$ cat config.mk
export PLATFORM = sky130hd
export DESIGN_NAME = sbwc_ctrl
export DESIGN_NICKNAME = d
export VERILOG_FILES = /design/src/design/sbwc_pkg.sv /design/src/design/sbwc_ctrl.sv
export SDC_FILE = /design/constraint.sdc
export NUM_CORES = 1
export LEC_CHECK = 0
export BUFFER_PORTS_ARGS = -buffer_cell sky130_fd_sc_hd__buf_2
export CAP_MARGIN = 20
export CORE_AREA = 2 2 39 41
export DETAILED_ROUTE_END_ITERATION = 12
export DIE_AREA = 0 0 41 43
export GPL_ROUTABILITY_DRIVEN = 0
export HOLD_SLACK_MARGIN = 0.08
export PLACE_DENSITY = 0.74
export SLEW_MARGIN = 20
export SYNTH_ARGS = -nofsm -noshare
export SYNTH_HDL_FRONTEND = slang
export SYNTH_SLANG_ARGS = --single-unit
$ cat constraint.sdc
create_clock -name clk -period 2.15 [get_ports clk]
set_input_delay 0.1075 -clock clk [delete_from_list [all_inputs] [get_ports clk]]
set_output_delay 0.1075 -clock clk [all_outputs]
set_load 0.02 [all_outputs]
$ cat src/design/sbwc_pkg.sv
package sbwc_pkg;

	localparam int MAX_BUCKETS_DEF = 16;
	localparam int TGT_CNT_DEF     = 32;

	localparam logic [31:0] LENGTH_RST = 32'd50000;
	localparam logic [31:0] STEP_RST   = 32'd10000;

	// request opcodes
	localparam logic [1:0] CMD_START  = 2'd0;
	localparam logic [1:0] CMD_RECORD = 2'd1;
	localparam logic [1:0] CMD_QUERY  = 2'd2;
	localparam logic [1:0] CMD_NONE   = 2'd3;  // unused, answered as a query

	// register indexes (paddr[2])
	localparam logic REG_LENGTH = 1'b0;
	localparam logic REG_STEP   = 1'b1;

	typedef struct packed {
		logic load_item;
		logic decode;
		logic clr_start;
		logic clr_step;
		logic adv_rd;
		logic adv_wr;
		logic scan_start;
		logic scan_rd;
		logic scan_chk;
		logic sum_start;
		logic sum_rd;
		logic out_load;
	} sbwc_cmd_t;

	typedef struct packed {
		logic [1:0] cmd;
		logic       new_chrom;
		logic       brk;
		logic       in_win;
		logic       clr_last;
		logic       hit;
		logic       scan_last;
		logic       sum_last;
		logic       out_free;
	} sbwc_sts_t;

	function automatic logic [31:0] sat_add(input logic [31:0] a, input logic [31:0] b);
		logic [32:0] s;
		s = {1'b0, a} + {1'b0, b};
		return s[32] ? 32'hFFFF_FFFF : s[31:0];
	endfunction

	function automatic logic [31:0] sat_inc(input logic [31:0] a);
		return (a == 32'hFFFF_FFFF) ? a : a + 32'd1;
	endfunction

endpackage

$ cat src/design/sbwc_ctrl.sv
module sbwc_ctrl import sbwc_pkg::*; (
	input  logic      clk,
	input  logic      arst_n,
	input  logic      in_valid,
	output logic      in_ready,
	input  sbwc_sts_t sts,
	output sbwc_cmd_t cmd
);

	typedef enum logic [3:0] {
		S_BOOT, S_BOOT_CLR, S_IDLE, S_DEC, S_CLR, S_ADV,
		S_SCAN_RD, S_SCAN_CHK, S_SUM, S_SUM_END, S_DONE
	} state_t;

	state_t state_q;

	always_comb begin
		cmd      = '0;
		in_ready = (state_q == S_IDLE);
		unique case (state_q)
			S_BOOT:     cmd.clr_start = 1'b1;
			S_BOOT_CLR: cmd.clr_step = 1'b1;
			S_IDLE:     cmd.load_item = in_valid;
			S_DEC: begin
				cmd.decode = 1'b1;
				if (sts.cmd == CMD_START) begin
					cmd.clr_start = sts.new_chrom;
					cmd.adv_rd    = !sts.new_chrom;
				end else if (sts.cmd == CMD_RECORD && !sts.brk && sts.in_win) begin
					cmd.scan_start = 1'b1;
				end else begin
					cmd.sum_start = 1'b1;
				end
			end
			S_CLR: begin
				cmd.clr_step  = 1'b1;
				cmd.sum_start = sts.clr_last;
			end
			S_ADV: begin
				cmd.adv_wr    = 1'b1;
				cmd.sum_start = 1'b1;
			end
			S_SCAN_RD:  cmd.scan_rd = 1'b1;
			S_SCAN_CHK: begin
				cmd.scan_chk  = 1'b1;
				cmd.sum_start = sts.hit || sts.scan_last;
			end
			S_SUM:      cmd.sum_rd = 1'b1;
			S_SUM_END:  cmd = '0;
			S_DONE:     cmd.out_load = sts.out_free;
			default:    cmd = '0;
		endcase
	end

	always_ff @(posedge clk or negedge arst_n) begin
		if (!arst_n) begin
			state_q <= S_BOOT;
		end else begin
			unique case (state_q)
				S_BOOT:     state_q <= S_BOOT_CLR;
				S_BOOT_CLR: if (sts.clr_last) state_q <= S_IDLE;
				S_IDLE:     if (in_valid) state_q <= S_DEC;
				S_DEC: begin
					if (sts.cmd == CMD_START) begin
						state_q <= sts.new_chrom ? S_CLR : S_ADV;
					end else if (sts.cmd == CMD_RECORD && !sts.brk && sts.in_win) begin
						state_q <= S_SCAN_RD;
					end else begin
						state_q <= S_SUM;
					end
				end
				S_CLR:      if (sts.clr_last) state_q <= S_SUM;
				S_ADV:      state_q <= S_SUM;
				S_SCAN_RD:  state_q <= S_SCAN_CHK;
				S_SCAN_CHK: state_q <= (sts.hit || sts.scan_last) ? S_SUM : S_SCAN_RD;
				S_SUM:      if (sts.sum_last) state_q <= S_SUM_END;
				S_SUM_END:  state_q <= S_DONE;
				S_DONE:     if (sts.out_free) state_q <= S_IDLE;
				default:    state_q <= S_IDLE;
			endcase
		end
	end

endmodule

* Word-level counts from Yosys, hierarchy flattened
Cells that the tools add are included.
Operators by class: multiplexer cells 28, equality and inequality tests 16, reduce and logical (&&, ||, !) cells 9
Operator list (number):
- 4-bit one-hot mux with 11 select lines | 1
- 4-bit two-way mux | 8
- 1-bit two-way mux | 17
- 4-bit by 3-bit == test with 1-bit output, second input constant | 4
- 4-bit == test, second input constant | 3
- 2-bit != test, second input constant | 5
- 4-bit by 2-bit == test with 1-bit output, second input constant | 2
- 5-bit AND reduction | 1
- 4-bit by 1-bit == test with 1-bit output, second input constant | 1
- 4-bit zero test | 1
- 1-bit one-hot mux with 4 select lines | 1
- 2-bit by 1-bit == test with 1-bit output, second input constant | 1
- 1-bit logical AND | 2
- 1-bit zero test | 2
- 2-bit zero test | 1
- 1-bit one-hot mux with 2 select lines | 1
- 2-bit OR reduction | 1
- 1-bit logical OR | 1
Word-level totals: register bits after elaboration 4, word-level logic and storage cells 54, output and inout port bits 13, input port bits 13

* Longest topological paths before layout
Gate-level depths: netlist of the first run.
word-level depth 6, mapped depth 5, mapped depth without buffers 4

* Least setup slack after synthesis of the first run
OpenSTA, ideal clock, no wires.
kind register to register, from register state_q[2], to register state_q[1], setup time 0.118 ns, data required time 2.032 ns, buffers on the path 1, arrival time 1.524 ns, clock period less this slack 1.642 ns, stages on the path, launching flop included 6, path slack 0.508 ns, path through dfrtp_1 > buf_4 > xnor2_1 > nor3_1 > a221oi_2 > a21o_1
Between the ends: word-level cells in the longest chain between the ends 3, elaborated cells on any way between the ends 18, those cells by class 15 x eq/ne; 1 x mux; 2 x reduce/logical
RTL lines:
- start, declared | line sbwc_ctrl.sv:15 | state_t state_q;
- start signal, assigned | line sbwc_ctrl.sv:65 | state_q <= sts.new_chrom ? S_CLR : S_ADV;
- start signal, assigned | line sbwc_ctrl.sv:75 | S_SCAN_CHK: state_q <= (sts.hit || sts.scan_last) ? S_SUM : S_SCAN_RD;
- 4-bit by 1-bit == test with 1-bit output (tied with other cells) | line sbwc_ctrl.sv:59 | unique case (state_q)
- 2-bit != test (no source line)
- 5-bit AND reduction (no source line)
Parallel ways exist; a longest one is shown, timed or not. A chain may end at the register's enable or synchronous reset.

==> results.md, run 1 <==
### Timing
- 0 — number of pins exceeding their max-slew limit in the final report
- 0.00963 ns — Clock Skew
- 0 — hold violation count in the final report
- 0.416 ns — transition time at the pin with the least slew margin
- 83.1% — final worst-path cycle share
- 0 — Final Setup Violations
- 72.3% — slew margin rel.
- 559 MHz — highest clock rate
- 0.363 ns — final setup slack of the worst path
- 0 ns — Fin Setup TNS
- 1.79 ns — min Tclk post-route
- false — unrepaired setup endpoints after global routing

### Layout
- 646 um^2 — final instance area
- 0 — n_diodes
- 40.4% — fraction of final layout cells sized beyond drive strength 1
- 46.7% — share of the core filled with cells in the final layout
- 4 — Largest register FFs
- 147 — FILL cells
- 30.0% — synthesis-to-finish area growth
- 100 um^2 — FF+latch area
- state_q — largest register by flop count
- 104 — number of nets in the finished design
- state_q: 4 flops — largest registers in the final layout
- 353 um^2 — multi-input combinational cell area

### Die
- 14 — number of rows in the core area
- 43 um — die outline height
- 1380 um^2 — placeable core region
- 26 — boundary pin count
- 41 um — die span in x
- 1760 um^2 — die area
- 35.9% — effective utilization at floorplan

### CTS
- 0.05 ns — clock-pin slew on the worst setup and hold paths
- 0 — setup fix buffers added after clock tree synthesis
- sky130_fd_sc_hd__clkbuf_4 — Root Buffer Master
- yes — clock tree from TritonCTS
- 2 — deepest clock path buffer count
- 0 — Resized cells post-CTS
- 3 — total clock buffers created by CTS
- 0.25 ns — clk_lat worst skew
- 1 — hold-fix buffer count after cts
- 1 — H-Tree Level Count
- 4 — total clock sinks

### Power
- 427 uW — switching power
- 23.9% — Sequential Power Share
- 0.649 mV — peak supply drop
- 50.1% — net switching share of the total power
- 425 uW — Internal Pwr Total
- 851 uW — sum of internal, switching and leakage power
- 12.2% — clock share of power
- 63.9% — portion of total power attributed to combinational logic
- 1320 nW/um^2 — Power Dens Cells
- 0.329 nW — Leakage Power

### Setup path
- 1.68 ns — Data arrival, critical path
- output port — kind of capture point of the worst setup path
- sky130_fd_sc_hd__nand2_1 — CP most frequent cell
- flop — element type at the critical path start
- 1 — count of buffering cells on the critical path with inverters included
- 2.04 ns — critical path data required time
- nand2_1, a211oi_1, nand2_1, o21ai_0, buf_2 — crit path cell chain
- 0.56 ns — worst stage delay on the critical path
- flop to output port — Setup Crit Path Kind
- 11 — worst-path fanout max
- sky130_fd_sc_hd__dfrtp_1 — Slowest-stage cell, CP
- flip-flops — kind of cell with the highest combined delay on the critical path

### Logic synthesis
- 4 — number of flip-flops and latches in the synthesized netlist
- 64 — Gate Count Post-Synth
- 20.2% — sequential-to-total area share from yosys stat
- sky130_fd_sc_hd__dfrtp_1, sky130_fd_sc_hd__nor2_1, sky130_fd_sc_hd__a2111oi_4 — biggest area contributors in the synthesized netlist
- 28 — count of distinct cell types in the synthesized netlist
- 0 — total of warnings raised by yosys
- sky130_fd_sc_hd__dfrtp_1 — most area-hungry cell type in the Yosys netlist
- 497 um^2 — area of the mapped netlist
- 20.2% — area share of the largest cell type after synthesis
- 7.76 um^2 — post-synthesis area per instance
- 77 — Synth Net Count

### Global route
- 13 — maximum number of pins on one net before global-route repair
- 470 — vias in the first global route
- 1.95 mm — wire length of the first global-routing pass
- 0 — initial antenna violation count
- 0 — leftover overflow at the end of global routing
- 16.7% — total routing resource utilization after global routing

### Place
- 929 um — total half-perimeter wirelength after legalization and detailed placement
- 613 um^2 — Post-Place Cell Area
- 25 — Buffers on Ports
- 0.573 ns — worst setup slack after placement

### Drt
- 1.22 mm — total wire length
- 0 — antenna-violating nets left
- 0 — DRC errors left
- 4.97 — per-cell via count in the routed design
- 522 — total via count in the routed design
- 17 — number of DRC markers after the initial detailed-route iteration
- 4 — Initial DRT Pass Iterations
- 11.6 um — WL per Instance

### Job
- 0 — max cap viols

### Run status
- finished, final reports clean — outcome

### Worst hold path
- input port to flop — Min-Delay Path Class

[final timing paths]
check | start | to | slack (ns) | cells past startpoint
max | state_q[1]$_DFFE_PN0P_ | cmd[2] | 0.36 | 5
min | sts[3] | state_q[2]$_DFFE_PN0P_ | 0.18 | 4
max reg2reg | state_q[2]$_DFFE_PN0P_ | state_q[3]$_DFFE_PN0P_ | 0.61 | 4
min reg2reg | state_q[1]$_DFFE_PN0P_ | state_q[3]$_DFFE_PN0P_ | 0.80 | 1
max in group asynchronous | arst_n | state_q[2]$_DFFE_PN0P_ | 1.83 | 2
min in group asynchronous | arst_n | state_q[3]$_DFFE_PN0P_ | 0.19 | 2
[routing by layer]
layer	track usage (%)	up-vias	routed length (um)
li1	-	270	-
met1	21.4	223	520
met2	23.8	24	567
met3	1.57	5	88
met4	14.0	0	45
met5	0	-	0
[tightest hold or removal path: cells and delay by family]
family	cells	cell delay, ns
simple gates	1	0.06
compound gates	2	0.12
buf+inv	1	0.08
[synthesized netlist by cell type]
master,count
sky130_fd_sc_hd__o221ai_1,1
sky130_fd_sc_hd__nor4b_4,1
sky130_fd_sc_hd__buf_2,2
sky130_fd_sc_hd__or2_2,2
sky130_fd_sc_hd__dfrtp_1,4
sky130_fd_sc_hd__a21oi_1,3
sky130_fd_sc_hd__o21ai_0,3
sky130_fd_sc_hd__buf_6,1
sky130_fd_sc_hd__a211oi_1,1
sky130_fd_sc_hd__nor2_1,11
sky130_fd_sc_hd__o2bb2ai_1,1
sky130_fd_sc_hd__inv_1,4
sky130_fd_sc_hd__nor3_1,4
sky130_fd_sc_hd__a211o_1,1
sky130_fd_sc_hd__buf_4,1
sky130_fd_sc_hd__nor4_1,1
sky130_fd_sc_hd__nor2b_1,2
sky130_fd_sc_hd__xnor2_1,1
sky130_fd_sc_hd__a2111oi_4,1
sky130_fd_sc_hd__and2_1,3
sky130_fd_sc_hd__a21o_1,2
sky130_fd_sc_hd__o21bai_1,1
sky130_fd_sc_hd__nand2b_1,3
sky130_fd_sc_hd__and2_4,1
sky130_fd_sc_hd__nand2b_4,1
sky130_fd_sc_hd__a221oi_2,1
sky130_fd_sc_hd__and4bb_4,1
sky130_fd_sc_hd__nand2_1,6
[power groups by stage]
| stage | clock, mW | sequential, mW | combinational (mW) |
|---|---|---|---|
| after floorplan | 0 | 0.126 | 0.519 |
| after global placement | 0 | 0.201 | 0.546 |
| after detailed placement | 0 | 0.201 | 0.545 |
| after CTS | 0.107 | 0.200 | 0.547 |
| after global routing | 0.107 | 0.213 | 0.607 |
| final | 0.104 | 0.204 | 0.544 |
[through the flow]
stage,std cells,hold slack (ns)
2_1_floorplan,64,-0.188
3_3_place_gp,101,-0.0864
3_5_place_dp,101,-0.0802
4_1_cts,105,0.175
5_1_grt,105,0.210
6_report,105,0.177
[kinds of logic (layout without fill, tap and decap cells)]
group | after synthesis | in the layout | share of synthesized area (%)
and+or+nand+nor | 36 | 36 | 43.3
AOI/OAI and AO/OA | 15 | 15 | 25.9
buffers and inverters | 8 | 33 | 8.82
DFF | 4 | 4 | 20.2
xor gates and xnor gates | 1 | 1 | 1.76
[final cells by class]
type	count	area share [%]
Sequential cell	4	15.5
Tap cell	16	3.10
Inverter	4	2.33
Timing Repair Buffer	26	20.9
Clock buffer	3	3.49
Multi-Input combinational cell	52	54.7
[cell usage in the layout, fill, tap and decap left out, drive strengths merged]
master,n
a2111oi,1
or2,2
buf,25
o221ai,1
a221oi,1
clkbuf,3
nor2b,2
a21oi,3
nand2b,4
and2,4
a21o,2
and4bb,1
dlygate4sd3,1
nor3,4
o21bai,1
a211oi,1
nor2,11
xnor2,1
o21ai,3
inv,4
nor4b,1
dfrtp,4
nand2,6
o2bb2ai,1
a211o,1
nor4,1
No activity file was read; power rests on OpenSTA's default activity.
==> run 2, diff against run 1 <==
Settings changed: CORE_AREA 2 2 39 41 to default, CORE_UTILIZATION from default to 38, DIE_AREA 0 0 41 43 to default, PLACE_DENSITY 0.74 to 0.78.
Clock period 2.15 ns to 1.5 ns, I/O delays scaled along.
==> results.md, run 2 (same netlist as run 1, synthesis figures left out) <==
### Timing
- 0.295 ns — transition time at the pin with the least slew margin
- 0 — number of pins exceeding their max-slew limit in the final report
- -0.0276 ns — Fin Setup TNS
- true — unrepaired setup endpoints after global routing
- 2 — Final Setup Violations
- 0.00630 ns — Clock Skew
- 0 — hold violation count in the final report
- -0.0155 ns — final setup slack of the worst path
- 80.3% — slew margin rel.
- 101% — final worst-path cycle share
- 1.52 ns — min Tclk post-route
- 660 MHz — highest clock rate

### Layout
- state_q: 4 flops — largest registers in the final layout
- 0 — n_diodes
- 114 — number of nets in the finished design
- 767 um^2 — final instance area
- sky130_fd_sc_hd__buf_2, sky130_fd_sc_hd__buf_4, sky130_fd_sc_hd__nor2_1 — most used cells in the layout excluding fill and tap cells
- 56.6% — fraction of final layout cells sized beyond drive strength 1
- 4 — Largest register FFs
- state_q — largest register by flop count
- 54.4% — synthesis-to-finish area growth
- sky130_fd_sc_hd__buf_2 — most frequent standard cell in the layout excluding fill and tap cells

### Setup path
- output port — kind of capture point of the worst setup path
- simple AND/OR/NAND/NOR gates — kind of cell with the highest combined delay on the critical path
- 7 — worst-path fanout max
- 1.44 ns — Data arrival, critical path
- flop to output port — Setup Crit Path Kind
- 1.42 ns — critical path data required time
- 1 — count of buffering cells on the critical path with inverters included
- and4bb_4, nor2b_4, and2_4, buf_6 — crit path cell chain
- flop — element type at the critical path start
- 0.45 ns — worst stage delay on the critical path
- sky130_fd_sc_hd__dfrtp_2 — Slowest-stage cell, CP

### Global route
- 9 — maximum number of pins on one net before global-route repair
- 2.15 mm — wire length of the first global-routing pass
- 519 — vias in the first global route
- 0 — leftover overflow at the end of global routing
- 0 — initial antenna violation count
- 21.4% — total routing resource utilization after global routing

### CTS
- 1 — H-Tree Level Count
- 0.24 ns — clk_lat worst skew
- 4 — total clock sinks
- sky130_fd_sc_hd__clkbuf_4 — Root Buffer Master
- 0.04 ns — clock-pin slew on the worst setup and hold paths
- 2 — deepest clock path buffer count
- yes — clock tree from TritonCTS
- 3 — total clock buffers created by CTS

### Worst hold path
- input port to async pin — Min-Delay Path Class

### Die
- 38.2 um — die outline height
- 26 — boundary pin count
- 12 — number of rows in the core area
- 1460 um^2 — die area
- 1160 um^2 — placeable core region
- 38.2 um — die span in x
- 43.0% — effective utilization at floorplan

### Power
- 0.905 mV — peak supply drop
- 1890 nW/um^2 — Power Dens Cells
- 0.388 nW — Leakage Power

### Drt
- 581 — total via count in the routed design
- 0 — antenna-violating nets left
- 5.14 — per-cell via count in the routed design
- 1.38 mm — total wire length
- 12.2 um — WL per Instance
- 4 — Initial DRT Pass Iterations
- 0 — DRC errors left
- 14 — number of DRC markers after the initial detailed-route iteration

### Run status
- setup timing — violations in the final reports
- finished, violations left — outcome

### Place
- 940 um — total half-perimeter wirelength after legalization and detailed placement
- 0.0226 ns — worst setup slack after placement
- 643 um^2 — Post-Place Cell Area
- 25 — Buffers on Ports

### Job
- 0 — max cap viols

==> run 2: metrics by stage <==
stage | power [mW] | utilization [%] | std cells | hold slack [ns]
detailed placement | 1.14 | 55.6 | 102 | -0.119
CTS | 1.40 | 64.2 | 111 | 0.165
finish | 1.45 | 66.3 | 113 | 0.167
global route | 1.54 | 66.3 | 113 | 0.189
global placement | 1.13 | 55.6 | 102 | -0.118
floorplan | 0.944 | - | 64 | -0.221
==> run 2: what timing repair did <==
action,in CTS,in global routing
gates cloned,0,0
pin swaps,1,4
setup endpoints to repair,4,5
endpoints found under the hold margin,4,0
hold buffers,1,0
buffers inserted,5,2
resized for setup,12,2
==> run 2: cell type report <==
type | count | area [um^2]
clock buffers | 3 | 22.5
fillers | 102 | 389
well taps | 14 | 17.5
repair buffers | 36 | 221
flip-flops and latches | 4 | 105
multi-input cells | 52 | 385
inverters | 4 | 15.0
==> run 2: final timing paths <==
kind / from / to / slack [ns] / depth (start not counted)
setup / recovery: state_q[2]$_DFFE_PN0P_ / cmd[5] / -0.02 / 4
hold / removal: arst_n / state_q[1]$_DFFE_PN0P_ / 0.17 / 2
setup reg to reg: state_q[2]$_DFFE_PN0P_ / state_q[0]$_DFFE_PN0P_ / 0.06 / 5
hold reg to reg: state_q[3]$_DFFE_PN0P_ / state_q[0]$_DFFE_PN0P_ / 0.74 / 3
max in group asynchronous: arst_n / state_q[3]$_DFFE_PN0P_ / 1.19 / 2
min in group clk: sts[4] / state_q[0]$_DFFE_PN0P_ / 0.17 / 3
==> run 2: where the power goes <==
group / switching [mW] / internal [mW] / total [mW]
clock: 0.0472 / 0.0897 / 0.137
combinational: 0.551 / 0.516 / 1.07
sequential: 0.0791 / 0.167 / 0.246
==> run 2: worst reg2reg max path, cell delays in order, from the launching register on <==
cell	delay [ns]
sky130_fd_sc_hd__dfrtp_2	0.45
sky130_fd_sc_hd__and4bb_4	0.35
sky130_fd_sc_hd__nor4b_4	0.22
sky130_fd_sc_hd__buf_4	0.15
sky130_fd_sc_hd__o21bai_1	0.10
sky130_fd_sc_hd__a21o_1	0.12
==> run 2: per-layer routing <==
| metal | global-route usage [%] | part of all wire, % | vias up |
|---|---|---|---|
| met4 | 13.4 | 2.3 | 0 |
| met5 | 0 | 0 | - |
| met2 | 36.9 | 49 | 26 |
| li1 | - | - | 292 |
| met1 | 24.8 | 45 | 259 |
| met3 | 2.33 | 4.2 | 4 |
